File: src/design/bmpd_pkg.sv
package bmpd_pkg;

    localparam int MAX_WIDTH     = 8192;
    localparam int PALETTE_DEPTH = 256;
    localparam int QUEUE_DEPTH   = 4;
    localparam int QUEUE_AW      = 2;
    localparam int LIST_DEPTH    = 6;

    localparam logic [1:0] CMD_DATA    = 2'd0;
    localparam logic [1:0] CMD_PALETTE = 2'd1;
    localparam logic [1:0] CMD_START   = 2'd2;

    localparam logic [1:0] KIND_RUN = 2'd0;
    localparam logic [1:0] KIND_EOL = 2'd1;
    localparam logic [1:0] KIND_EOI = 2'd2;

    localparam logic [1:0] REG_DEPTH  = 2'd0;
    localparam logic [1:0] REG_RLE    = 2'd1;
    localparam logic [1:0] REG_WIDTH  = 2'd2;
    localparam logic [1:0] REG_HEIGHT = 2'd3;

    localparam logic [1:0] DEPTH_1 = 2'd0;
    localparam logic [1:0] DEPTH_4 = 2'd1;

    localparam logic [7:0] ESC_EOL   = 8'd0;
    localparam logic [7:0] ESC_EOI   = 8'd1;
    localparam logic [7:0] ESC_DELTA = 8'd2;

    // one unit of back-end work: a palette write or one result
    typedef struct packed {
        logic        pal_wr;
        logic [1:0]  kind;
        logic [12:0] column;
        logic [12:0] row;
        logic [7:0]  run_length;
        logic [7:0]  idx_a;
        logic [7:0]  idx_b;
        logic [23:0] rgb;
        logic        last;
    } t_desc;

endpackage

File: src/design/bmpd_queue.sv
module bmpd_queue
    import bmpd_pkg::*;
(
    input  logic  i_clk,
    input  logic  i_rst_n,
    input  logic  i_push,
    input  t_desc i_desc,
    output logic  o_full,
    input  logic  i_pop,
    output logic  o_empty,
    output t_desc o_desc
);

    t_desc                r_mem [QUEUE_DEPTH];
    logic [QUEUE_AW-1:0]  r_wp, r_rp;
    logic [QUEUE_AW:0]    r_cnt;

    assign o_full  = (r_cnt == (QUEUE_AW+1)'(QUEUE_DEPTH));
    assign o_empty = (r_cnt == '0);
    assign o_desc  = r_mem[r_rp];

    always_ff @(posedge i_clk) begin
        if (!i_rst_n) begin
            r_wp  <= '0;
            r_rp  <= '0;
            r_cnt <= '0;
        end else begin
            if (i_push) r_wp <= r_wp + 1'b1;
            if (i_pop)  r_rp <= r_rp + 1'b1;
            case ({i_push, i_pop})
                2'b10:   r_cnt <= r_cnt + 1'b1;
                2'b01:   r_cnt <= r_cnt - 1'b1;
                default: r_cnt <= r_cnt;
            endcase
        end
    end

    always_ff @(posedge i_clk) begin
        if (i_push) r_mem[r_wp] <= i_desc;
    end

endmodule

File: config.mk
export PLATFORM = sky130hd
export DESIGN_NAME = bmpd_queue
export DESIGN_NICKNAME = d
export VERILOG_FILES = /design/src/design/bmpd_pkg.sv /design/src/design/bmpd_queue.sv
export SDC_FILE = /design/constraint.sdc
export NUM_CORES = 1
export LEC_CHECK = 0
export ABC_AREA = 1
export BUFFER_PORTS_ARGS = -buffer_cell sky130_fd_sc_hd__buf_2
export CAP_MARGIN = 25
export CORE_ASPECT_RATIO = 0.9
export CORE_UTILIZATION = 38
export DETAILED_ROUTE_END_ITERATION = 7
export PLACE_DENSITY = 0.61
export SLEW_MARGIN = 30
export SYNTH_ARGS = -nofsm -noshare
export SYNTH_HDL_FRONTEND = slang
export SYNTH_SLANG_ARGS = --single-unit
File: constraint.sdc
create_clock -name i_clk -period 7.91 [get_ports i_clk]
set_clock_uncertainty 0.2 [all_clocks]
set_input_delay 0 -clock i_clk [delete_from_list [all_inputs] [get_ports i_clk]]
set_output_delay 0 -clock i_clk [all_outputs]
set_load 0.1 [all_outputs]
# [Word-level counts from Yosys, hierarchy flattened]
# Memory sizes are Yosys's and may differ from the RTL's. A register that Yosys moved wholly into a read port is not among the register bits.
# Cells that the tools add are included.
[totals] ff_bits=7 mem_bits_rw=312 output_inout_bits=80 elab_cells=18 memories=1
[memory_table] name="r_mem" depth=4 width=78 rd=1 rd_ports_with_merged_regs=1 wr=1 line_no="bmpd_queue.sv:14" text="t_desc r_mem [QUEUE_DEPTH];"
[op_classes] n_addsub=4 eq_ne=3 mux=5 n_reduce_logical=2
[op_table] operator="$pmux 3 s2" count=1
[op_table] operator="$add 2x1->2 const B" count=2
[op_table] operator="$mux 2" count=2
[op_table] operator="$add 3x1->3 const B" count=1
[op_table] operator="$eq 3x3->1 const B" count=1
[op_table] operator="$logic_not 3->1" count=1
[op_table] operator="$sub 3x1->3 const B" count=1
[op_table] operator="$eq 2x1->1 const B" count=1
[op_table] operator="$eq 2x2->1 const B" count=1
[op_table] operator="$mux 1" count=2
[op_table] operator="$reduce_bool 2->1" count=1

# [Depth between registers and ports, before layout]
# Gate-level depths: netlist of the first run.
[logic_depth] depth_word=3 depth_mapped=10 ltp_nobuf=10

# [Worst setup path after synthesis of the first run]
# Ideal clock, no wire load.
[synth_timing] path_type="register -> register" start="register r_wp[0]" end="memory r_mem[2][0] (netlist name) (enable)" arrival_time_ps=2100 t_required_ps=7278 slack_ps=5178 stages_incl_launch_ff=5 path_cell_list="dfxtp_1 inv_1 ha_1 nand2_1 inv_1"
[synth_rtl] item="start, declared" line_no="bmpd_queue.sv:15" text="logic [QUEUE_AW-1:0] r_wp, r_rp;"
[synth_rtl] item="start signal, assigned" line_no="bmpd_queue.sv:28" text="if (i_push) r_wp <= r_wp + 1'b1;"
[synth_rtl] item="end, declared" line_no="bmpd_queue.sv:14"
# Straight into the memory's write port.

==> run_results.csv, run 1 <==
group,metric,value,unit
power_and_ir_drop,peakVddDrop,0.224,mV
drt,drtIter0Drc,422,
logic_synthesis,async_reset_ff_share,0,%
die,die-height,171,µm
die,rows,61,
timing,fin_crit,3590,ps
setup_path,crit_type,"reg -> out",
clock_tree,clock_sinks,321,
drt,drc_errors,0,
drt,ant_nets,0,
placement,gp_congestion,0.690,
timing,slew_headroom,40.0,%
setup_path,worst-path-stages,6,
setup_path,rr_worst_depth,8,
hold_path,min_path_cells,2,
logic_synthesis,mappedNetlistArea,12000,µm²
cells_and_area,drive_gt1_share,20.5,%
cells_and_area,areaGrowthSynthToFinish,24.5,%
logic_synthesis,yosysSeqAreaShare,79.5,%
timing,worst_pin_slew,900,ps
placement,place_hpwl,13.5,mm
logic_synthesis,synth_top_area_share,78.0,%
logic_synthesis,synth_fp_nets,899,
drt,post_drt_wl_per_cell,17.5,µm
hold_path,min-delay-path-class,"in -> reg",
cells_and_area,fin_nets,1140,
placement,io_buffer_count,161,
drt,dr.pass1.iters,5,
global_routing,grt_start_max_net_pins,89,
global_routing,met2_usage,26.3,%
global_routing,grt-ovfl-total,0,
cells_and_area,fillerInstances,2709,
logic_synthesis,synthTopCellsByCount,"312 x edfxtp_1, 159 x nor2_1, 97 x o21ai_0",
setup_path,cp_max_fo,79,
setup_path,crit_family,"buffers and inverters",
setup_path,cp_num_buf_inv,4,
clock_tree,cts_buffers,35,
global_routing,track_usage,16.1,%
setup_path,crit_top_cell,"buf_4",
cells_and_area,num_antenna_cells,0,
die,dieWidth,189,µm
die,start_util,38.7,%
clock_tree,cts_tree,"built",
power_and_ir_drop,powerDensity,280,nW/µm²
drt,viasPerCell,5.00,
cells_and_area,ff_latch_area,9550,µm²
clock_tree,cts_resized,0,
global_routing,busiest_layer,"met2",
logic_synthesis,synth_area_leaders,"edfxtp_1 78%, nor2_1 5.0%, o22ai_1 4.1%",
setup_path,path_cells,"buf_4, inv_2, buf_4, o21ai_1, o22ai_1, buf_2",
job,max_cap_violations,0,
clock_tree,path_clk_slew,60,ps
timing,hold_slack,49.4,ps
timing,finalMaxSlewViolations,0,
global_routing,grt_pass1_vias,7430,
logic_synthesis,synth_most_common_cell,"edfxtp_1",
logic_synthesis,synth_ff_type,"edfxtp_1",
logic_synthesis,yosysUniqueCellTypes,21,
run_status,status,"finished, final reports clean",
timing,fmax,278,MHz
logic_synthesis,syn-mean-instance-area,14.8,µm²
clock_tree,clockBufferDepth,3,
logic_synthesis,yosys_warnings,0,
cells_and_area,multi_input_area,2060,µm²
clock_tree,worstSkewPairLatency,500,ps
logic_synthesis,synth-edff-count,312,
setup_path,slowest_stage,"inv_2",
drt,vias,7414,
timing,grt_setup_unrepaired,"no",
global_routing,antenna_found_initial,0,
global_routing,use_met1,22.0,%
timing,setup_viol,0,
global_routing,grt_pass1_wl,40.3,mm
logic_synthesis,synth_top_area_cell,"edfxtp_1",
setup_path,cp-end-kind,"primary output",
die,ios,162,
logic_synthesis,ys_seq_elements,321,
setup_path,cpPeakStageDelay,720,ps
setup_path,required,7710,ps
power_and_ir_drop,leakage,5.25,nW
timing,setup_tns,0,ps
logic_synthesis,netlist_instances,811,
global_routing,gr-usage-met3,3.10,%
die,coreArea,31000,µm²
setup_path,cp-start-kind,"register",
die,dieArea,32300,µm²
timing,hold_viol_final,0,
setup_path,crit_arrival,3390,ps
clock_tree,cts_max_level,2,
clock_tree,cts.root.buffer_cell,"clkbuf_16",
timing,finalCritPeriodShare,45.4,%
drt,wl,25.9,mm
kinds of logic after synthesis:
group                      after synthesis  synth area share, %
AOI/OAI and AO/OA                      245                 11.0
adders and majority gates                6                0.688
buffers and inverters                   67                 3.32
DFF                                    321                 79.5
and+or+nand+nor                        172                 5.43
layout by cell type, fill, tap and decap left out, drive strengths merged, types with 9 or more instances in the layout:
| master | Yosys | final |
|---|---|---|
| o21ai | 162 | 162 |
| edfxtp | 312 | 312 |
| buf | 31 | 170 |
| dfxtp | 9 | 9 |
| nand2 | 9 | 9 |
| dlygate4sd3 | 0 | 84 |
| o22ai | 78 | 78 |
| clkinv | 0 | 12 |
| inv | 17 | 14 |
| nor2 | 159 | 159 |
| clkbuf | 19 | 49 |
state kept, by name (all words and copies together), names as in the netlist, named ones only:
register,cells
r_rp,2
r_mem,312
r_cnt,3
r_wp,2
report_power, final:
group	switching, mW	internal, mW
Sequential	0.0181	1.94
Combinational	0.621	0.133
Clock	0.604	0.861
Total	1.24	2.94
metal layers:
layer	vias up	part of all wire, %
met5	-	0
met1	3633	47
met4	0	1.8
met3	45	5.3
met2	193	46
li1	3543	-
what timing repair did:
| action | 4_1_cts | 5_1_grt |
|---|---|---|
| endpoints found under the setup margin | 0 | 0 |
| buffers inserted | 0 | 0 |
| hold buffers | 84 | 0 |
| hold endpoints to repair | 321 | 0 |
per-stage QoR:
step / total power [mW] / cells / setup WS, ps / util [%] / area, µm²
floorplan: 2.58 / 811 / 5180 / - / 12000
global placement: 2.72 / 1340 / 4800 / 42.2 / 13100
global route: 4.33 / 1483 / 4060 / 48.2 / 14900
finish: 4.18 / 1483 / 4320 / 48.2 / 14900
detailed placement: 2.72 / 1340 / 4790 / 42.2 / 13100
CTS: 4.22 / 1483 / 4240 / 48.2 / 14900
worst paths after layout:
| check | from | to | slack (ps) |
|---|---|---|---|
| hold reg to reg | r_rp[1]$_SDFFE_PN0P_ | register | 240 |
| hold / removal | i_desc[2] | r_mem[1][2]$_DFFE_PP_ | 50 |
| setup reg to reg | r_cnt[0]$_SDFFE_PN0P_ | r_cnt[2]$_SDFFE_PN0P_ | 5330 |
| setup / recovery | register | o_desc[10] | 4320 |
final cells by class:
class                   instances  area share [%]
flip-flops and latches        321            63.9
multi-input cells             423            13.8
repair buffers                254            11.5
clock buffers                  49            6.56
well taps                     409            3.42
inverters                      17           0.486
clock inverters                10           0.327
No activity file was read; power rests on OpenSTA's default activity.
==> run 2, diff against run 1 <==
ABC_AREA = 0   (was 1)
PLACE_DENSITY = 0.63   (was 0.61)
clock period = 3.2 ns   (was 7.91 ns; I/O delays follow)
==> run 2 against run 1 <==
Against the previous run: routed wire length is 11% lower; clock power grew to 2.5 times the previous value; area after synthesis is 2.4% lower; core utilization is 1.5 points higher; sequential power grew to 2.5 times the previous value; critical endpoint is now o_desc[54].
==> run_results.csv, run 2 <==
group,metric,value,unit
cells_and_area,top_regs,"r_mem x312, r_cnt x3",
placement,pre_cts_ws,1030,ps
timing,fin_crit,2620,ps
placement,io_buffer_count,161,
global_routing,grt_pass1_vias,6279,
setup_path,cp-end-kind,"primary output",
setup_path,reg2reg_to,"r_cnt[1]$_SDFFE_PN0P_",
cells_and_area,final_cell_mix,"312 x edfxtp_1, 161 x buf_2, 82 x dlygate4sd3_1",
logic_synthesis,yosys_warnings,0,
die,coreArea,30100,µm²
cells_and_area,stdcell_area,15000,µm²
logic_synthesis,synth_ff_type,"edfxtp_1",
logic_synthesis,synth_most_common_cell,"edfxtp_1",
timing,setup_tns,0,ps
logic_synthesis,synth_top_area_share,79.9,%
logic_synthesis,mappedNetlistArea,11700,µm²
drt,wl,23.0,mm
setup_path,r2r-start,"r_cnt[0]$_SDFFE_PN0P_",
timing,setup_viol,0,
cells_and_area,drive_gt1_share,39.9,%
power_and_ir_drop,powerDensity,711,nW/µm²
die,dieArea,31600,µm²
cells_and_area,layout_commonest_cell,"edfxtp_1",
global_routing,antenna_found_initial,3,
setup_path,rr_worst_depth,5,
job,max_cap_violations,0,
drt,viasPerCell,4.88,
clock_tree,cts_resized,0,
setup_path,cp-start-kind,"register",
clock_tree,path_clk_slew,60,ps
setup_path,cp-endpoint,"o_desc[54]",
die,ios,162,
timing,worst_pin_slew,610,ps
cells_and_area,largest_reg_flops,312,
drt,dr.pass1.iters,4,
drt,ant_nets,0,
cells_and_area,layout.cells.non_filler,1157,
timing,grt_setup_unrepaired,"no",
cells_and_area,multi_input_area,2010,µm²
logic_synthesis,synthTopCellsByCount,"312 x edfxtp_1, 78 x mux4_2, 10 x and2_1",
logic_synthesis,syn-mean-instance-area,25.8,µm²
hold_path,min-delay-path-class,"in -> reg",
drt,post_drt_wl_per_cell,19.9,µm
cells_and_area,largest_register,"r_mem",
logic_synthesis,async_reset_ff_share,0,%
setup_path,ff2ff_setup_slack,1110,ps
timing,fmax,382,MHz
placement,placed_area,13100,µm²
clock_tree,cts_buffers,35,
setup_path,worst-path-stages,3,
global_routing,track_usage,14.9,%
placement,dp.cells,1010,
setup_path,cp_max_fo,29,
timing,finalCritPeriodShare,81.9,%
setup_path,cp_num_buf_inv,2,
clock_tree,cts_max_level,2,
placement,place_hpwl,14.2,mm
die,rows,60,
timing,setup_ws,579,ps
logic_synthesis,synth_top_area_cell,"edfxtp_1",
timing,hold_viol_final,0,
setup_path,crit_family,"flip-flops",
drt,vias,5642,
setup_path,cpPeakStageDelay,750,ps
logic_synthesis,netlist_instances,454,
global_routing,grt_pass1_wl,35.5,mm
drt,drc_errors,0,
die,start_util,38.9,%
logic_synthesis,synth_area_leaders,"edfxtp_1 80%, mux4_2 15%, dfxtp_1 1.5%",
logic_synthesis,synth_fp_nets,542,
clock_tree,worstSkewPairLatency,490,ps
logic_synthesis,ys_seq_elements,321,
setup_path,required,3000,ps
logic_synthesis,yosysUniqueCellTypes,22,
global_routing,grt_start_max_net_pins,46,
global_routing,grt-ovfl-total,0,
power_and_ir_drop,leakage,5.07,nW
setup_path,crit_type,"reg -> out",
clock_tree,clock_sinks,321,
die,die-height,169,µm
setup_path,crit_arrival,2420,ps
clock_tree,cts.root.buffer_cell,"clkbuf_16",
clock_tree,ctsHoldBuffers,82,
timing,slew_headroom,59.4,%
clock_tree,cts_setup_buffers,0,
setup_path,path_cells,"buf_4, mux4_2, buf_2",
die,dieWidth,187,µm
timing,hold_slack,51.2,ps
cells_and_area,fillerInstances,2428,
logic_synthesis,yosysSeqAreaShare,81.5,%
clock_tree,cts_tree,"built",
cells_and_area,areaGrowthSynthToFinish,27.6,%
clock_tree,clockBufferDepth,3,
placement,gp_congestion,0.707,
drt,drtIter0Drc,415,
power_and_ir_drop,peakVddDrop,0.364,mV
run_status,status,"finished, final reports clean",
logic_synthesis,synth-edff-count,312,
setup_path,slowest_stage,"dfxtp_4",
timing,finalMaxSlewViolations,0,
cells_and_area,ff_latch_area,9560,µm²
cells_and_area,fin_nets,814,
==> run 2: changes by cell type after synthesis, sizes merged, moves of 2 or more <==
cell and delta:
nor2 -159, buf -18, xnor2 +2, o22ai -78, clkbuf -14, a21oi -5, inv -11, mux4 +78
xor2 +3, nand2 -7, and2 +10, o21ai -160
==> run 2: through the flow <==
step           total power, mW  utilization (%)
2_1_floorplan             6.60                -
3_3_place_gp              6.93             43.4
3_5_place_dp              6.97             43.4
4_1_cts                   10.8             49.7
5_1_grt                   11.0             49.7
6_report                  10.6             49.7
==> run 2: area by class of cell <==
type | count | share of cell area [%]
antenna | 2 | 0.0335
multi-input combinational | 109 | 13.5
inverter | 6 | 0.151
sequential | 321 | 63.9
clock buffer | 45 | 6.39
tap | 403 | 3.37
clock inverter | 18 | 0.761
timing repair buffer | 253 | 12.0
==> run 2: kinds of logic after synthesis <==
kind of cell    synth area share, %
fa+ha+maj                     0.704
compound gates                0.149
xor+xnor                      0.374
buf+inv                        1.45
simple gates                  0.801
mux                            15.1
flops                          81.5
==> run 2: metal layers <==
layer	track usage, %	wire length, µm	vias up
met5	0	14	-
met1	19.8	9990	2940
met3	3.69	1440	40
met4	4.13	400	2
met2	24.5	11100	176
li1	-	-	2484
==> run 2: report_power, final <==
part | internal [mW] | total [mW] | switching [mW] | leakage, nW
Sequential | 4.83 | 4.91 | 0.0833 | 2.94
Combinational | 0.479 | 2.03 | 1.55 | 1.62
Clock | 2.19 | 3.70 | 1.51 | 0.517
==> run 2: worst min path at each step <==
stage                    start                endpoint  slack [ps]  depth (start not counted)
floorplan            i_desc[0]   r_mem[0][0]$_DFFE_PP_        -100                          0
global placement     i_desc[5]   r_mem[3][5]$_DFFE_PP_           8                          1
detailed placement  i_desc[29]  r_mem[0][29]$_DFFE_PP_          20                          1
CTS                  i_desc[7]   r_mem[2][7]$_DFFE_PP_          40                          2
global route         i_desc[7]   r_mem[2][7]$_DFFE_PP_          60                          2
finish              i_desc[54]  r_mem[1][54]$_DFFE_PP_          50                          2
==> run 2: worst register-to-register path, cell delays in order (launching register included) <==
cell	delay [ps]
dfxtp_1	370
inv_1	90
fa_1	540
o21ai_0	60
and2_1	150
dlygate4sd3_1	550
