## src/design/bmpd_pkg.sv

```systemverilog
package bmpd_pkg;

    localparam int MAX_WIDTH     = 8192;
    localparam int PALETTE_DEPTH = 256;
    localparam int QUEUE_DEPTH   = 4;
    localparam int QUEUE_AW      = 2;
    localparam int LIST_DEPTH    = 6;

    localparam logic [1:0] CMD_DATA    = 2'd0;
    localparam logic [1:0] CMD_PALETTE = 2'd1;
    localparam logic [1:0] CMD_START   = 2'd2;

    localparam logic [1:0] KIND_RUN = 2'd0;
    localparam logic [1:0] KIND_EOL = 2'd1;
    localparam logic [1:0] KIND_EOI = 2'd2;

    localparam logic [1:0] REG_DEPTH  = 2'd0;
    localparam logic [1:0] REG_RLE    = 2'd1;
    localparam logic [1:0] REG_WIDTH  = 2'd2;
    localparam logic [1:0] REG_HEIGHT = 2'd3;

    localparam logic [1:0] DEPTH_1 = 2'd0;
    localparam logic [1:0] DEPTH_4 = 2'd1;

    localparam logic [7:0] ESC_EOL   = 8'd0;
    localparam logic [7:0] ESC_EOI   = 8'd1;
    localparam logic [7:0] ESC_DELTA = 8'd2;

    // one unit of back-end work: a palette write or one result
    typedef struct packed {
        logic        pal_wr;
        logic [1:0]  kind;
        logic [12:0] column;
        logic [12:0] row;
        logic [7:0]  run_length;
        logic [7:0]  idx_a;
        logic [7:0]  idx_b;
        logic [23:0] rgb;
        logic        last;
    } t_desc;

endpackage

```

## src/design/bmpd_front.sv

```systemverilog
module bmpd_front
    import bmpd_pkg::*;
(
    input  logic        i_clk,
    input  logic        i_rst_n,
    input  logic        i_cfg_we,
    input  logic [1:0]  i_cfg_index,
    input  logic [13:0] i_cfg_data,
    input  logic        i_valid,
    output logic        o_stall,
    input  logic [1:0]  i_cmd,
    input  logic [7:0]  i_data_byte,
    input  logic [7:0]  i_palette_index,
    input  logic [23:0] i_palette_rgb,
    input  logic        i_final_byte,
    output logic        o_push,
    output t_desc       o_desc,
    input  logic        i_q_full
);

    typedef enum logic [2:0] {
        PH_COUNT, PH_VALUE, PH_ESCAPE, PH_DX, PH_DY, PH_ABS, PH_DONE
    } t_phase;

    logic [1:0]  r_depth;
    logic        r_rle;
    logic [13:0] r_width, r_height;

    t_phase      r_phase, n_phase;
    logic [13:0] r_col, n_col, r_row, n_row;
    logic [7:0]  r_held, n_held, r_abs, n_abs;
    logic        r_par, n_par;
    logic [12:0] r_rbc, n_rbc;

    t_desc       r_list [LIST_DEPTH];
    t_desc       n_list [LIST_DEPTH];
    logic [2:0]  r_left, r_ptr, n_cnt;

    logic [13:0] w, h;
    logic        accept;

    always_comb begin
        w = (r_width == 14'd0) ? 14'd1 :
            (r_width > 14'(MAX_WIDTH)) ? 14'(MAX_WIDTH) : r_width;
        h = (r_height == 14'd0) ? 14'd1 :
            (r_height > 14'(MAX_WIDTH)) ? 14'(MAX_WIDTH) : r_height;
    end

    assign o_push  = (r_left != 3'd0) && !i_q_full;
    assign o_desc  = r_list[r_ptr];
    assign o_stall = (r_left > 3'd1) || ((r_left == 3'd1) && i_q_full);
    assign accept  = i_valid && !o_stall;

    function automatic t_desc mk(input logic [1:0] kind, input logic [13:0] col,
                                 input logic [13:0] row, input logic [7:0] len,
                                 input logic [7:0] ia, input logic [7:0] ib);
        t_desc d;
        d            = '0;
        d.kind       = kind;
        d.column     = col[12:0];
        d.row        = row[12:0];
        d.run_length = len;
        d.idx_a      = ia;
        d.idx_b      = (len == 8'd1) ? ia : ib;
        return d;
    endfunction

    always_comb begin
        logic [2:0]  k;
        logic        rle, four, odd;
        logic [16:0] wbits, per_row, col0, c, rem;
        logic [13:0] rbc1, len14;
        logic [14:0] sum;
        logic [7:0]  n, ia, ib, b;
        logic        do_run;

        k       = '0;
        n_phase = r_phase;
        n_col   = r_col;
        n_row   = r_row;
        n_held  = r_held;
        n_abs   = r_abs;
        n_par   = r_par;
        n_rbc   = r_rbc;
        for (int i = 0; i < LIST_DEPTH; i++) begin
            n_list[i] = '0;
        end
        b      = i_data_byte;
        rle    = r_rle && (r_depth != DEPTH_1);
        four   = (r_depth == DEPTH_4);
        odd    = r_par;
        do_run = 1'b0;
        n      = '0;
        ia     = '0;
        ib     = '0;
        wbits  = '0;
        per_row = '0;
        col0   = '0;
        c      = '0;
        rem    = '0;
        rbc1   = '0;
        len14  = '0;
        sum    = '0;

        case (i_cmd)
            CMD_PALETTE: begin
                n_list[0].pal_wr = 1'b1;
                n_list[0].idx_a  = i_palette_index;
                n_list[0].rgb    = i_palette_rgb;
                k = 3'd1;
            end
            CMD_START: begin
                n_phase = PH_COUNT;
                n_col   = '0;
                n_row   = '0;
                n_held  = '0;
                n_abs   = '0;
                n_par   = 1'b0;
                n_rbc   = '0;
            end
            CMD_DATA: begin
                if (r_phase != PH_DONE) begin
                    if (!rle) begin
                        // uncompressed byte: up to four runs of one or two pixels
                        case (r_depth)
                            DEPTH_1: begin
                                wbits = 17'(w);
                                col0  = 17'({r_rbc, 3'b000});
                            end
                            DEPTH_4: begin
                                wbits = 17'({w, 2'b00});
                                col0  = 17'({r_rbc, 1'b0});
                            end
                            default: begin
                                wbits = 17'({w, 3'b000});
                                col0  = 17'(r_rbc);
                            end
                        endcase
                        per_row = ((wbits + 17'd31) >> 5) << 2;
                        for (int p = 0; p < 8; p += 2) begin
                            c = col0 + 17'(p);
                            if (c < 17'(w)) begin
                                rem = 17'(w) - c;
                                if (r_depth == DEPTH_1) begin
                                    ia = {7'd0, b[7-p]};
                                    ib = {7'd0, b[6-p]};
                                    n_list[k] = mk(KIND_RUN, c[13:0], r_row,
                                                   (rem >= 17'd2) ? 8'd2 : 8'd1, ia, ib);
                                    k = k + 3'd1;
                                end else if (p == 0) begin
                                    if (r_depth == DEPTH_4) begin
                                        ia = {4'd0, b[7:4]};
                                        ib = {4'd0, b[3:0]};
                                        n_list[k] = mk(KIND_RUN, c[13:0], r_row,
                                                       (rem >= 17'd2) ? 8'd2 : 8'd1, ia, ib);
                                    end else begin
                                        n_list[k] = mk(KIND_RUN, c[13:0], r_row, 8'd1, b, b);
                                    end
                                    k = k + 3'd1;
                                end
                            end
                        end
                        rbc1 = {1'b0, r_rbc} + 14'd1;
                        n_rbc = rbc1[12:0];
                        if (17'(rbc1) >= per_row) begin
                            n_list[k] = mk(KIND_EOL, '0, r_row, '0, '0, '0);
                            k = k + 3'd1;
                            n_rbc = '0;
                            n_row = r_row + 14'd1;
                            if (n_row >= h) begin
                                n_list[k] = mk(KIND_EOI, '0, n_row, '0, '0, '0);
                                k = k + 3'd1;
                                n_phase = PH_DONE;
                            end
                        end
                    end else begin
                        n_par = ~r_par;
                        case (r_phase)
                            PH_COUNT: begin
                                if (!odd) begin
                                    n_held  = b;
                                    n_phase = (b == 8'd0) ? PH_ESCAPE : PH_VALUE;
                                end
                            end
                            PH_VALUE: begin
                                do_run = 1'b1;
                                n = r_held;
                                ia = four ? {4'd0, b[7:4]} : b;
                                ib = four ? {4'd0, b[3:0]} : b;
                                n_phase = PH_COUNT;
                            end
                            PH_ESCAPE: begin
                                if (b == ESC_EOL) begin
                                    if (r_row < h) begin
                                        n_list[k] = mk(KIND_EOL, '0, r_row, '0, '0, '0);
                                        k = k + 3'd1;
                                    end
                                    n_col = '0;
                                    n_row = (r_row + 14'd1 > h) ? h : r_row + 14'd1;
                                    n_phase = PH_COUNT;
                                end else if (b == ESC_EOI) begin
                                    n_list[k] = mk(KIND_EOI, '0, r_row, '0, '0, '0);
                                    k = k + 3'd1;
                                    n_phase = PH_DONE;
                                end else if (b == ESC_DELTA) begin
                                    n_phase = PH_DX;
                                end else begin
                                    n_abs   = b;
                                    n_phase = PH_ABS;
                                end
                            end
                            PH_DX: begin
                                n_held  = b;
                                n_phase = PH_DY;
                            end
                            PH_DY: begin
                                sum   = {1'b0, r_col} + 15'(r_held);
                                n_col = (sum > 15'(w)) ? w : sum[13:0];
                                sum   = {1'b0, r_row} + 15'(b);
                                n_row = (sum > 15'(h)) ? h : sum[13:0];
                                n_phase = PH_COUNT;
                            end
                            PH_ABS: begin
                                do_run = 1'b1;
                                if (four) begin
                                    n  = (r_abs >= 8'd2) ? 8'd2 : r_abs;
                                    ia = {4'd0, b[7:4]};
                                    ib = {4'd0, b[3:0]};
                                end else begin
                                    n  = 8'd1;
                                    ia = b;
                                    ib = b;
                                end
                                n_abs = (four || r_abs != 8'd0) ? r_abs - n : r_abs;
                                if (!four && r_abs == 8'd0) n_abs = '0;
                                if (n_abs == 8'd0) n_phase = PH_COUNT;
                            end
                            default: begin
                                n_phase = PH_DONE;
                            end
                        endcase
                        if (do_run) begin
                            if (r_col < w && r_row < h && n != 8'd0) begin
                                len14 = w - r_col;
                                if (len14 > 14'(n)) len14 = 14'(n);
                                n_list[k] = mk(KIND_RUN, r_col, r_row, len14[7:0], ia, ib);
                                k = k + 3'd1;
                            end
                            sum   = {1'b0, r_col} + 15'(n);
                            n_col = (sum > 15'(w)) ? w : sum[13:0];
                        end
                    end
                    if (i_final_byte && n_phase != PH_DONE) begin
                        n_list[k] = mk(KIND_EOI, '0, n_row, '0, '0, '0);
                        k = k + 3'd1;
                        n_phase = PH_DONE;
                    end
                    if (k != 3'd0) n_list[k - 3'd1].last = 1'b1;
                end
            end
            default: begin
            end
        endcase
        n_cnt = k;
    end

    always_ff @(posedge i_clk) begin
        if (!i_rst_n) begin
            r_depth  <= 2'd2;
            r_rle    <= 1'b0;
            r_width  <= 14'd1;
            r_height <= 14'd1;
            r_phase  <= PH_COUNT;
            r_col    <= '0;
            r_row    <= '0;
            r_held   <= '0;
            r_abs    <= '0;
            r_par    <= 1'b0;
            r_rbc    <= '0;
            r_left   <= '0;
            r_ptr    <= '0;
        end else begin
            if (i_cfg_we) begin
                case (i_cfg_index)
                    REG_DEPTH:  r_depth  <= i_cfg_data[1:0];
                    REG_RLE:    r_rle    <= i_cfg_data[0];
                    REG_WIDTH:  r_width  <= i_cfg_data;
                    REG_HEIGHT: r_height <= i_cfg_data;
                    default: begin
                    end
                endcase
            end
            if (accept) begin
                r_phase <= n_phase;
                r_col   <= n_col;
                r_row   <= n_row;
                r_held  <= n_held;
                r_abs   <= n_abs;
                r_par   <= n_par;
                r_rbc   <= n_rbc;
                r_left  <= n_cnt;
                r_ptr   <= '0;
            end else if (o_push) begin
                r_left <= r_left - 3'd1;
                r_ptr  <= r_ptr + 3'd1;
            end
        end
    end

    always_ff @(posedge i_clk) begin
        if (accept) begin
            r_list <= n_list;
        end
    end

endmodule

```

## config.mk

```make
export PLATFORM = sky130hd
export DESIGN_NAME = bmpd_front
export DESIGN_NICKNAME = d
export VERILOG_FILES = /design/src/design/bmpd_pkg.sv /design/src/design/bmpd_front.sv
export SDC_FILE = /design/constraint.sdc
export NUM_CORES = 1
export LEC_CHECK = 0
export BUFFER_PORTS_ARGS = -buffer_cell sky130_fd_sc_hd__buf_2
export CORE_MARGIN = 2
export CORE_UTILIZATION = 40
export CTS_CLUSTER_SIZE = 25
export DETAILED_ROUTE_END_ITERATION = 16
export PLACE_DENSITY_LB_ADDON = 0.12
export RECOVER_POWER = 100
export SYNTH_ARGS = -nofsm -noshare
export SYNTH_HDL_FRONTEND = slang
export SYNTH_SLANG_ARGS = --single-unit
```

## constraint.sdc

```tcl
create_clock -name i_clk -period 10.25 [get_ports i_clk]
set_input_delay 1.025 -clock i_clk [delete_from_list [all_inputs] [get_ports i_clk]]
set_output_delay 1.025 -clock i_clk [all_outputs]
set_load 0.02 [all_outputs]
```

# [Yosys cells after proc, flatten, opt, wreduce, memory -nomap -nowiden]
# Cells that the tools add are included.
[totals] register_bits=566 inputBits=64 wordCells=449
[op_classes] n_addsub=25 order_cmp=38 eq_ne=35 muxes=220 bitwise_logic=11 reduce_logical=52
[ops] cell="two-way mux 468 bit" count=27
[ops] cell="bitwise mux 468 bit" count=8
[ops] cell="demux 78 bit (select 3 bit)" count=8
[ops] cell="two-way mux 78 bit" count=17
[ops] cell="two-way mux 8 bit" count=40
[ops] cell="two-way mux 14 bit" count=18
[ops] cell="binary-select mux 78 bit (select 3 bit)" count=1
[ops] cell="two-way mux 3 bit" count=48
[ops] cell="case mux 14 bit (2 select lines)" count=4
[ops] cell="two-way mux 17 bit" count=6
[ops] cell="case mux 8 bit (2 select lines)" count=6
[ops] cell="two-way mux 43 bit" count=2
[ops] cell="two-way mux 77 bit" count=1
[ops] cell="two-way mux 76 bit" count=1
[ops] cell="two-way mux 75 bit" count=1
[ops] cell=">= comparator 17 x 2 -> 1 bit (second input constant)" count=4
[ops] cell="< comparator 17 x 14 -> 1 bit" count=4
[ops] cell="subtractor 14 x 17 -> 17 bit" count=4
[ops] cell="case mux 24 bit (2 select lines)" count=1
[ops] cell="adder 14 x 8 -> 15 bit" count=3
[ops] cell="> comparator 15 x 14 -> 1 bit" count=3
[ops] cell="two-way mux 13 bit" count=3
[ops] cell=">= comparator 4 bit (second input constant)" count=9
[ops] cell="NOT 3 -> 4 bit" count=9
[ops] cell="other kinds (55)" count=153

# [Longest topological paths before layout]
[logic_depth] depth_word=49 depth_mapped=45

# [Worst setup path after synthesis]
# OpenSTA, ideal clock, no wires.
[synth_path] path_type="input to register" start="in i_q_full" end="reg r_col[9]" setup_time_ns=0.065 t_arrival_ns=8.914 required_ns=10.185 setup_slack_ns=1.271 stages=10 n_path_buf=1 cell_sequence="inv_1 > a21oi_1 > nor2_1 > nand2_1 > inv_1 > nand2_1 > nor3_1 > clkbuf_1 > a22oi_1 > nor2_1"
[synth_via] elab_chain_len=5
[synth_rtl] item="start: declaration" line="bmpd_front.sv:18" text="input logic i_q_full"
[synth_rtl] item="logical AND 1 bit" line="bmpd_front.sv:51" text="assign o_stall = (r_left > 3'd1) || ((r_left == 3'd1) && i_q_full);"
[synth_rtl] item="logical OR 1 bit" line="bmpd_front.sv:51"
[synth_rtl] item="logical NOT 1 bit" line="bmpd_front.sv:52" text="assign accept = i_valid && !o_stall;"
[synth_rtl] item="logical AND 1 bit" line="bmpd_front.sv:52"
[synth_rtl] item="named net accept" line="bmpd_front.sv:40" text="logic accept;"
[synth_rtl] item="AND reduction 6 bit (no source line)"
[synth_rtl] item="end signal: assignment" line="bmpd_front.sv:295" text="r_col <= n_col;"
[synth_rtl] item="end: declaration" line="bmpd_front.sv:30" text="logic [13:0] r_col, n_col, r_row, n_row;"
# The timed path passes the listed nets, and every way through them passes these cells.
# A chain may end at the register's enable or synchronous reset.

# [Final worst setup path]
[layout_path] start="reg r_depth[1]" end="reg r_list[135] (netlist name) (data pin)"
[layout_via] elab_chain_len=46
[layout_rtl] item="start: declaration" line="bmpd_front.sv:25" text="logic [1:0] r_depth;"
[layout_rtl] item="start signal: assignment" line="bmpd_front.sv:285" text="REG_DEPTH: r_depth <= i_cfg_data[1:0];"
[layout_rtl] item="branches (longest 45 deep; another with < comparator 17 x 14 -> 1 bit)"
[layout_rtl] item="two-way mux 468 bit (*)" line="bmpd_front.sv:258" text="if (k != 3'd0) n_list[k - 3'd1].last = 1'b1;"
[layout_rtl] item="end signal: assignment" line="bmpd_front.sv:312" text="r_list <= n_list;"
[layout_rtl] item="end: declaration" line="bmpd_front.sv:35" text="t_desc r_list [LIST_DEPTH];"
# Every way passes the cells marked *. The select of a mux whose other input is x is not followed.

==> results by stage <==
Global routing:
- The number of global-route vias before repair came to about 28000.
- The initial antenna violation count came to 6.
- For this run, the total global-route usage over all layers was measured as 0.297.
- Global routing finished with a remaining overflow of 0.
- Entering global routing, the biggest net connects 126 pins.
- The first global-routing pass estimated 184 mm of wire.

Status:
- The final reports fail on max-capacitance violations, max-slew violations.
- The flow ran to the end, but the final reports show violations.

Yosys:
- Each instance of the synthesized netlist takes up on average between 8 and 9 µm².
- After synthesis the netlist holds a flip-flop and latch count of approximately 360.
- The share of the Yosys chip area taken by registers is 0.312.
- After synthesis, the most frequently instantiated cells are 399 x sky130_fd_sc_hd__nor2_1, 313 x sky130_fd_sc_hd__nand2_1, 299 x sky130_fd_sc_hd__a21oi_1, 259 x sky130_fd_sc_hd__edfxtp_1, 210 x sky130_fd_sc_hd__ha_1.
- After technology mapping, the gate count stands at 3732.
- The library cell with the largest summed area after synthesis is sky130_fd_sc_hd__edfxtp_1.
- The number of flops mapped to enable cells by yosys is around 260.
- In the post-synthesis netlist, the cell with the most instances is sky130_fd_sc_hd__nor2_1.
- The Yosys step of the flow raised 0 warnings.
- Of all flip-flops after synthesis, the portion carrying an async set or reset was 0.
- The top cell type's share of synthesized area is 0.249.
- For this run, the leading register cell type out of synthesis is sky130_fd_sc_hd__edfxtp_1.
- The post-synth design cell area is around 0.031 mm².
- The count of distinct cell types in the synthesized netlist is ~100.
- After synthesis, the cell types taking the most area are sky130_fd_sc_hd__edfxtp_1 25%, sky130_fd_sc_hd__ha_1 8.4%, sky130_fd_sc_hd__dfxtp_1 6.3%.

Final layout:
- Excluding fillers, the count of instances in the completed layout stands at slightly below 5000.
- The area added between synthesis and finish is 10.4%.
- Of the cells placed in the final design, the portion with a size suffix greater than 1 is 0.0869.
- The net count of the finished layout is roughly 4100.

Timing:
- For this run, the top clock speed supported by timing is around 100 MHz.
- In the finished design, the share of the clock period the worst path needs comes to 0.943.
- The worst slack on hold paths is 0.474 ns.
- The clock tree skew after final layout is around 0.031 ns.
- The worst slew margin relative to its limit is -1.76.
- The measured slew at the worst slew-check pin is ~4.1 ns.
- Setup repair after global routing left no endpoint under its margin.
- The number of pins with negative max-slew slack in the final report is 305.
- The shortest period the worst path allows is 9.66 ns.
- The final hold violation count is 0.
- Setup violations remaining at the end of the flow were counted as 0.
- Setup total negative slack on the finished layout was measured at 0 ns.

Clocking:
- The number of clock buffers added by TritonCTS is between 40 and 50.
- In this run, post-CTS repair resized a total of 0 instances.
- The clock tree buffer depth is 3.
- The clock reaches the later pin of the worst-skew pair after 0.59 ns.
- The number of setup buffers added after CTS is 0.
- The clock slew at the register clock pins of the worst setup and hold paths is around 0.060 ns.
- The CTS tree is built.
- The maximum level of the CTS H-tree is 2.
- Hold repair after CTS inserted 0 buffers.
- The root buffer cell chosen for the clock tree is sky130_fd_sc_hd__clkbuf_16.
- The clock drives 357 sinks.

Worst setup path:
- The data arrival at the endpoint of the critical path is roughly 10 ns.
- Counting both buffers and inverters, the worst setup path holds a total of 3.
- The slowest library cell on the worst path is sky130_fd_sc_hd__dfxtp_2.
- The worst endpoint required time is roughly 11 ns.
- The element type at the critical path end is a flip-flop.
- In this design, the largest share of critical-path delay is due to compound AO/OA/AOI/OAI gates.
- The worst setup path is of the reg2reg kind.
- The kind of start point of the critical path is a flip-flop.
- The maximum cell stage delay along the critical path is about 0.65 ns.
- The maximum fanout along the worst path is 22.

Routing:
- The number of remaining DRC errors is 0.
- The average wire per cell in the routed design is 25.2 µm.
- The routed design uses 11.1 mm of met3 wire.
- The highest signal layer in the routed design is met5.
- The routed via count divided by cell count is around 6.
- The remaining number of nets flagged by the antenna check after routing is 0.
- In the final routing, the length of wire on met1 measures approximately 57 mm.
- The pre-antenna-repair detailed-routing pass consisted of 7 iterations.
- Wires add up to roughly 120 mm.
- The total vias in the final route is between 20000 and 30000.
- In this run, the number of DRC markers left after iteration 0 of detailed routing was around 3300.
- Wire segments on met2 add up to ~52 mm in the final route.

Die:
- The die outline height is roughly 280 µm.
- The die covers around 0.08 mm².
- The floorplan has between 100 and 150 rows.
- between 100 and 150 I/O pins were placed.
- Measured along the x axis, the die boundary spans 284 µm.
- The placeable core area is 0.0775 mm².
- For this configuration, the core starts out at a cell density of 0.403.

Power:
- Summed over all cells, the static leakage comes to 0.0127 µW.
- The power per cell area is 167 mW/mm².
- The maximum ir drop on the vdd rail is 167 µV.

Place:
- Summed over all nets, the half-perimeter wirelength after detailed placement is 93.0 mm.
- Buffers placed on the I/O ports in this run total between 100 and 150.
- The final weighted congestion in routability-driven placement is roughly 1.
- The cell total after placement is a little under 5000.

Flow run:
- The tool flagged a number of max-cap violations equal to 7.

Min path:
- In this run the worst hold path is classified as reg2reg.
-- cells in the final DEF, fill, tap and decap left out, types with 18 or more instances in the layout --
cell,n
sky130_fd_sc_hd__nor3_1,85
sky130_fd_sc_hd__nand3_1,86
sky130_fd_sc_hd__and2_0,27
sky130_fd_sc_hd__o31ai_1,22
sky130_fd_sc_hd__o22ai_1,101
sky130_fd_sc_hd__nor4_1,30
sky130_fd_sc_hd__conb_1,26
sky130_fd_sc_hd__dfxtp_1,93
sky130_fd_sc_hd__buf_2,67
sky130_fd_sc_hd__a211oi_1,37
sky130_fd_sc_hd__o21a_1,58
sky130_fd_sc_hd__inv_1,187
sky130_fd_sc_hd__nand2b_1,46
sky130_fd_sc_hd__a22oi_1,52
sky130_fd_sc_hd__xor2_1,49
sky130_fd_sc_hd__o211ai_1,40
sky130_fd_sc_hd__clkbuf_1,96
sky130_fd_sc_hd__nand3b_1,20
sky130_fd_sc_hd__a21boi_0,23
sky130_fd_sc_hd__xnor2_1,106
sky130_fd_sc_hd__edfxtp_1,259
sky130_fd_sc_hd__mux2_2,18
sky130_fd_sc_hd__o21ai_0,198
sky130_fd_sc_hd__a31oi_1,26
sky130_fd_sc_hd__a21o_1,56
sky130_fd_sc_hd__clkbuf_16,43
sky130_fd_sc_hd__nor2b_1,61
sky130_fd_sc_hd__mux2i_1,131
sky130_fd_sc_hd__and3_1,38
sky130_fd_sc_hd__nand2_1,313
sky130_fd_sc_hd__nor2_1,398
sky130_fd_sc_hd__a21oi_1,298
sky130_fd_sc_hd__ha_1,210
sky130_fd_sc_hd__and2_1,50
sky130_fd_sc_hd__a22o_1,23
sky130_fd_sc_hd__mux4_2,33
sky130_fd_sc_hd__nand4_1,44
sky130_fd_sc_hd__buf_4,79
-- tightest hold or removal path: stages (launching register included) --
cell and delay [ns]:
sky130_fd_sc_hd__dfxtp_1 0.32, sky130_fd_sc_hd__nand2_1 0.05, sky130_fd_sc_hd__a21oi_1 0.05
-- per-stage QoR --
step	setup slack, ns	power, µW	area, µm²	util
floorplan	1.27	3630	31300	-
global placement	1.10	4210	33200	0.429
detailed placement	0.799	4210	33200	0.429
CTS	0.740	5800	34700	0.448
global route	0.00974	6030	34500	0.445
finish	0.588	5750	34500	0.445
-- registers in the layout, summed over array words and instances, names as in the netlist, 8 cells and up --
register / count
r_list: 259
r_col: 14
r_height: 14
r_row: 14
r_width: 14
r_rbc: 13
r_abs: 8
r_held: 8
-- worst paths after layout --
| path | from | end | slack, ns | cells past startpoint |
|---|---|---|---|---|
| setup / recovery | r_depth[1]$_SDFFE_PN1P_ | r_list[135]$_SDFFCE_PN0P_ | 0.59 | 33 |
| hold / removal | r_height[7]$_SDFFE_PN0P_ | r_height[7]$_SDFFE_PN0P_ | 0.47 | 2 |
| setup reg to reg | r_depth[1]$_SDFFE_PN1P_ | r_list[135]$_SDFFCE_PN0P_ | 0.59 | 33 |
| hold reg to reg | r_height[7]$_SDFFE_PN0P_ | r_height[7]$_SDFFE_PN0P_ | 0.47 | 2 |
-- power breakdown --
| group | switching [µW] | total [µW] | leakage, µW | internal, µW |
|---|---|---|---|---|
| Combinational | 1320 | 1950 | 0.00867 | 629 |
| Sequential | 157 | 2220 | 0.00333 | 2060 |
| Clock | 642 | 1580 | 0.000690 | 938 |
| Total | 2120 | 5750 | 0.0127 | 3630 |
-- layout make-up --
| type | instances | area, µm² |
|---|---|---|
| clock buffers | 52 | 1130 |
| well taps | 1040 | 1300 |
| repair buffers | 238 | 1280 |
| fillers | 7884 | 43000 |
| flip-flops and latches | 357 | 9750 |
| clock inverters | 26 | 303 |
| diodes | 1 | 2.50 |
| multi-input cells | 2972 | 20000 |
| inverters | 197 | 747 |
-- logic make-up (layout without fill, tap and decap cells) --
kind of cell | Yosys count | after routing | synth area share
AOI/OAI and AO/OA | 1106 | 1106 | 0.231
xor gates and xnor gates | 156 | 156 | 0.0444
adders and majority gates | 217 | 217 | 0.0885
buffers and inverters | 427 | 513 | 0.0532
DFF | 357 | 357 | 0.312
muxes | 185 | 185 | 0.0733
other | 2 | 27 | 0.000240
and+or+nand+nor | 1282 | 1282 | 0.198
-- per-layer routing --
metal  vias up  GRT usage
li1      13900          -
met1     14300      0.438
met2      1446      0.439
met3       210     0.0532
met4         6     0.0862
met5         -          0
Note: power is estimated with default switching activity, not from simulation.
